## config.mk

```make
export PLATFORM = sky130hd
export DESIGN_NAME = pcp_cfg
export DESIGN_NICKNAME = d
export VERILOG_FILES = /design/src/rtl/core/pcp_pkg.sv /design/src/rtl/core/pcp_cfg.sv
export SDC_FILE = /design/constraint.sdc
export NUM_CORES = 1
export LEC_CHECK = 0
export CAP_MARGIN = 10
export CORE_MARGIN = 2
export CORE_UTILIZATION = 57
export DETAILED_ROUTE_END_ITERATION = 12
export DONT_BUFFER_PORTS = 1
export GPL_TIMING_DRIVEN = 0
export PLACE_DENSITY = 0.75
export SLEW_MARGIN = 20
export SYNTH_ARGS = -nofsm -noshare
export SYNTH_HDL_FRONTEND = slang
export SYNTH_SLANG_ARGS = --single-unit
```

## constraint.sdc

```tcl
create_clock -name clk -period 1.3 [get_ports clk]
set_input_delay 0.13 -clock clk [delete_from_list [all_inputs] [get_ports clk]]
set_output_delay 0.13 -clock clk [all_outputs]
set_load 0.01 [all_outputs]
```

## src/rtl/core/pcp_pkg.sv

```systemverilog
`timescale 1ns / 1ps
package pcp_pkg;

  localparam int COORD_BITS = 20;
  localparam int FRAC_BITS  = 8;
  localparam int ROT_BITS   = 16;
  localparam int ROT_FRAC   = 14;
  localparam int OFS_BITS   = 20;
  localparam int FOCAL_BITS = 16;
  localparam int FOCAL_FRAC = 4;
  localparam int RES_BITS   = 12;
  localparam int CFG_IDX_W  = 3;
  localparam int CFG_DATA_W = 3 * OFS_BITS;

  // translated point / centred pixel offset
  localparam int CTR_W  = RES_BITS - 1 + FRAC_BITS;
  localparam int PW     = ((COORD_BITS > CTR_W) ? COORD_BITS : CTR_W) + 1;
  localparam int PROD_W = ROT_BITS + PW;
  localparam int ACC_W  = PROD_W + 2;
  localparam int R_W    = ACC_W - ROT_FRAC;
  localparam int MAG_W  = (R_W > PW) ? R_W : PW;
  localparam int MF_W   = (FOCAL_BITS > COORD_BITS) ? FOCAL_BITS : COORD_BITS;
  localparam int T_W    = MAG_W + MF_W;
  localparam int SH_MAX = (FRAC_BITS > FOCAL_FRAC) ? FRAC_BITS : FOCAL_FRAC;
  localparam int N_W    = T_W + SH_MAX;
  localparam int DEN_A  = R_W + FOCAL_FRAC;
  localparam int DEN_B  = FOCAL_BITS + FRAC_BITS;
  localparam int DEN_W  = (DEN_A > DEN_B) ? DEN_A : DEN_B;
  localparam int Q_W    = COORD_BITS;
  localparam int CMP_A  = N_W;
  localparam int CMP_B  = DEN_W + Q_W;
  localparam int CMP_W  = ((CMP_A > CMP_B) ? CMP_A : CMP_B) + 1;

  localparam logic [COORD_BITS-1:0] COORD_MAX = {1'b0, {(COORD_BITS-1){1'b1}}};
  localparam logic [COORD_BITS-1:0] COORD_MIN = {1'b1, {(COORD_BITS-1){1'b0}}};

  localparam logic [CFG_IDX_W-1:0] CFG_ROT_X  = 3'd0;
  localparam logic [CFG_IDX_W-1:0] CFG_ROT_Y  = 3'd1;
  localparam logic [CFG_IDX_W-1:0] CFG_ROT_Z  = 3'd2;
  localparam logic [CFG_IDX_W-1:0] CFG_OFFSET = 3'd3;
  localparam logic [CFG_IDX_W-1:0] CFG_FOCAL  = 3'd4;
  localparam logic [CFG_IDX_W-1:0] CFG_WIDTH  = 3'd5;
  localparam logic [CFG_IDX_W-1:0] CFG_HEIGHT = 3'd6;

  typedef struct packed {
    logic [2:0][2:0][ROT_BITS-1:0] rot;
    logic [2:0][OFS_BITS-1:0]      ofs;
    logic [FOCAL_BITS-1:0]         focal;
    logic [RES_BITS-1:0]           width;
    logic [RES_BITS-1:0]           height;
  } cfg_t;

  typedef struct packed {
    logic                         action;
    logic signed [COORD_BITS-1:0] coord_a;
    logic signed [COORD_BITS-1:0] coord_b;
    logic signed [COORD_BITS-1:0] coord_c;
  } sample_t;

  typedef struct packed {
    logic [N_W-1:0]               num_a;
    logic [N_W-1:0]               num_b;
    logic [DEN_W-1:0]             den;
    logic                         neg_a;
    logic                         neg_b;
    logic                         bad;
    logic signed [COORD_BITS-1:0] out_c;
  } div_req_t;

  typedef struct packed {
    logic [Q_W-1:0]               q_a;
    logic [Q_W-1:0]               q_b;
    logic                         ovf_a;
    logic                         ovf_b;
    logic                         neg_a;
    logic                         neg_b;
    logic                         bad;
    logic signed [COORD_BITS-1:0] out_c;
  } div_res_t;

endpackage

```

## src/rtl/core/pcp_cfg.sv

```systemverilog
`timescale 1ns / 1ps
module pcp_cfg (
  input  logic                               clk,
  input  logic                               rst,
  input  logic                               cfg_wr_en,
  input  logic [pcp_pkg::CFG_IDX_W-1:0]      cfg_wr_index,
  input  logic [pcp_pkg::CFG_DATA_W-1:0]     cfg_wr_data,
  output pcp_pkg::cfg_t                      cfg
);
  import pcp_pkg::*;

  localparam logic [ROT_BITS-1:0] ONE  = ROT_BITS'(1 << ROT_FRAC);
  localparam logic [ROT_BITS-1:0] ZERO = '0;

  always_ff @(posedge clk) begin
    if (rst) begin
      // identity rotation
      cfg.rot    <= {ONE, ZERO, ZERO, ZERO, ONE, ZERO, ZERO, ZERO, ONE};
      cfg.ofs    <= '0;
      cfg.focal  <= FOCAL_BITS'(8000);
      cfg.width  <= RES_BITS'(640);
      cfg.height <= RES_BITS'(480);
    end else if (cfg_wr_en) begin
      unique case (cfg_wr_index)
        CFG_ROT_X:  cfg.rot[0]  <= cfg_wr_data[3*ROT_BITS-1:0];
        CFG_ROT_Y:  cfg.rot[1]  <= cfg_wr_data[3*ROT_BITS-1:0];
        CFG_ROT_Z:  cfg.rot[2]  <= cfg_wr_data[3*ROT_BITS-1:0];
        CFG_OFFSET: cfg.ofs     <= cfg_wr_data[3*OFS_BITS-1:0];
        CFG_FOCAL:  cfg.focal   <= cfg_wr_data[FOCAL_BITS-1:0];
        CFG_WIDTH:  cfg.width   <= cfg_wr_data[RES_BITS-1:0];
        CFG_HEIGHT: cfg.height  <= cfg_wr_data[RES_BITS-1:0];
        default: ;
      endcase
    end
  end
endmodule

```

==> run_results.csv <==
group,metric,value,unit
yosys,post-synth-top-area-fraction,50.4,%
final_layout,antenna_cells,0,
global_routing,grt_max_degree,15,
clocking,cts_tree,"built",
critical_path,path_max_fanout,10,
placement,dpl.cell_count,1101,
clocking,numCtsBuffers,24,
routing,avgRoutedWirePerCell,22.7,um
clocking,htreeDepth,1,
run_status,status,"finished, final reports clean",
power_and_ir_drop,swShare,23.0,%
clocking,cts-root-buf,"clkbuf_16",
global_routing,grt_pass1_wl,40.5,mm
yosys,yosys_warnings,0,
global_routing,gr-total-overflow,0,
yosys,ys_seq_area_share,50.4,%
placement,dp_hpwl,19.5,mm
sta,whs,0.0185,ns
power_and_ir_drop,power.total,15.7,mW
yosys,syn_nets,947,
critical_path,crit_chain,"buf_2 > clkbuf_2 > clkbuf_1 > nand2b_1 > mux2i_1",
clocking,clockBufferDepth,3,
floorplan,initial_core_util,58.4,%
power_and_ir_drop,p_leak,5.11,nW
yosys,synth_commonest_cells,"nand2b_1, dfxtp_1, mux2i_1",
routing,vias,6606,
sta,relSlewSlack,42.1,%
clocking,cts.sink_count,244,
power_and_ir_drop,power_density,1390,nW/um2
sta,worst_slew_pin_slew,0.869,ns
placement,place_area,9970,um2
critical_path,crit_required,1.67,ns
final_layout,fill_cells,1269,
final_layout,largest_register_ffs,244,
sta,setup_tns,0,ns
final_layout,layout-drive-gt1-share,7.45,%
final_layout,regArea,4880,um2
critical_path,cpPeakStageDelay,0.38,ns
yosys,ys_types,16,
power_and_ir_drop,irDropWorstVdd,0.956,mV
floorplan,ios,310,
placement,portBuffers,0,
final_layout,fin_area,11300,um2
placement,gp_congestion,0.828,
routing,drt_iter0_markers,215,
power_and_ir_drop,pwr-share-comb,6.5,%
yosys,synth_cells,881,
critical_path,crit_type,"primary input to register",
critical_path,reg2reg_slack,0.53,ns
sta,finClkSkew,0,ns
yosys,synth_top_cells_by_area,"dfxtp_1, mux2i_1, nand2b_1",
floorplan,coreArea,16600,um2
final_layout,top_regs,"cfg x244",
final_layout,final_nets,1029,
final_layout,fin_util,68.2,%
global_routing,grt_usage,29.0,%
routing,postRouteAntennaNets,0,
floorplan,fp.dieArea,18100,um2
critical_path,setup.worst_path.start_class,"primary input",
clocking,cts_setup_buffers,0,
floorplan,die_w,134,um
sta,rsz0062_at_grt,"false",
final_layout,regMostFlops,"cfg",
sta,max_freq,831,MHz
global_routing,grt_antenna_before_repair,0,
placement,pre_cts_ws,-0.630,ns
sta,slew_violations,0,
floorplan,die_h,134,um
run,drv_cap,0,
sta,finalCritPeriodShare,92.6,%
routing,viasPerCell,5.51,
floorplan,placementRows,47,
final_layout,area_delta_synth_final,16.6,%
critical_path,critPathArrivalTime,1.58,ns
final_layout,instances_no_fill,1200,
yosys,yosysMostFrequentCell,"nand2b_1",
yosys,syn_area_per_cell,11.0,um2
hold_path,min_path_type,"primary input to register",
power_and_ir_drop,clock_power_share,43.4,%
power_and_ir_drop,p_switching,3.61,mW
routing,wl,27.2,mm
sta,finalHoldViolCount,0,
critical_path,cp_slowest_cell,"clkbuf_1",
yosys,synth_area,9690,um2
yosys,ys_ff_latch,244,
yosys,async_flop_share,0,%
power_and_ir_drop,internal_power,12.1,mW
yosys,yosys_most_used_dff,"dfxtp_1",
sta,setup_viol,0,
clocking,clk_latency,0.50,ns
global_routing,grt_pass1_vias,6935,
sta,worst_slack,0.0967,ns
yosys,synth_edf_count,0,
routing,drt-pass1-iter-count,4,
critical_path,cp-end-kind,"register",
final_layout,multi_input_area,4480,um2
yosys,yosys.area.top_type,"dfxtp_1",
sta,min_period,1.20,ns
clocking,cts.clk_slew.worst_paths,0.06,ns
routing,post-route-drc-count,0,
power_and_ir_drop,seqPwrFrac,50.1,%
layout by cell type (no fill, tap or decap), types with 2 or more instances in the layout:
cell,count
clkinv_2,3
buf_2,22
buf_6,2
clkinvlp_4,2
mux2i_1,244
clkbuf_2,5
buf_4,4
nand2b_1,289
dlygate4sd3_1,56
nand4b_1,3
clkbuf_8,4
and4bb_2,2
clkbuf_16,25
nand4bb_1,3
clkbuf_1,40
dfxtp_1,244
nor2_1,26
final timing paths:
kind,startpoint,endpoint,cells after the start
worst max-delay path,rst,cfg[111],5
worst min-delay path,cfg_wr_data[4],cfg[28],2
worst min register to register,cfg[144],cfg[144],2
worst max register to register,cfg[122],cfg[122],2
timing repair:
action | in CTS | in global routing
endpoints found under the hold margin | 205 | 0
hold buffers | 56 | 0
setup endpoints to repair | 41 | 20
gates resized for setup | 4 | 2
critical path: cells and delay by family:
family / cells / cell delay (ns)
buf+inv: 3 / 0.98
mux: 1 / 0.12
simple gates: 1 / 0.33
power by group through the flow:
| stage | Combinational, mW | Sequential (mW) | Clock [mW] |
|---|---|---|---|
| after floorplan | 0.635 | 7.97 | 0 |
| after CTS | 1.01 | 7.86 | 6.88 |
| after global placement | 0.830 | 8.02 | 0 |
| after global routing | 1.09 | 7.87 | 7.14 |
| after detailed placement | 0.866 | 8.03 | 0 |
| final | 1.02 | 7.86 | 6.81 |
final cells by class:
type	count	share of cell area (%)
Buffer	67	2.93
Clock buffer	37	6.29
Clock inverter	6	0.531
Multi-Input combinational cell	570	39.6
Sequential cell	244	43.2
Tap cell	220	2.44
Timing Repair Buffer	56	4.96
per-layer routing:
metal  wire (um)  global-route usage (%)  share of wire (%)
met5           0                       0                  0
met2       13100                    49.8                 48
met1       10800                    34.3                 40
met4         840                    9.71                3.1
met3        2460                    9.33                9.0
logic make-up after synthesis:
kind of cell / synth area share, %
and+or+nand+nor: 21.0
DFF: 50.4
buffers and inverters: 3.36
muxes: 25.2
No activity file was read; power rests on OpenSTA's default activity.
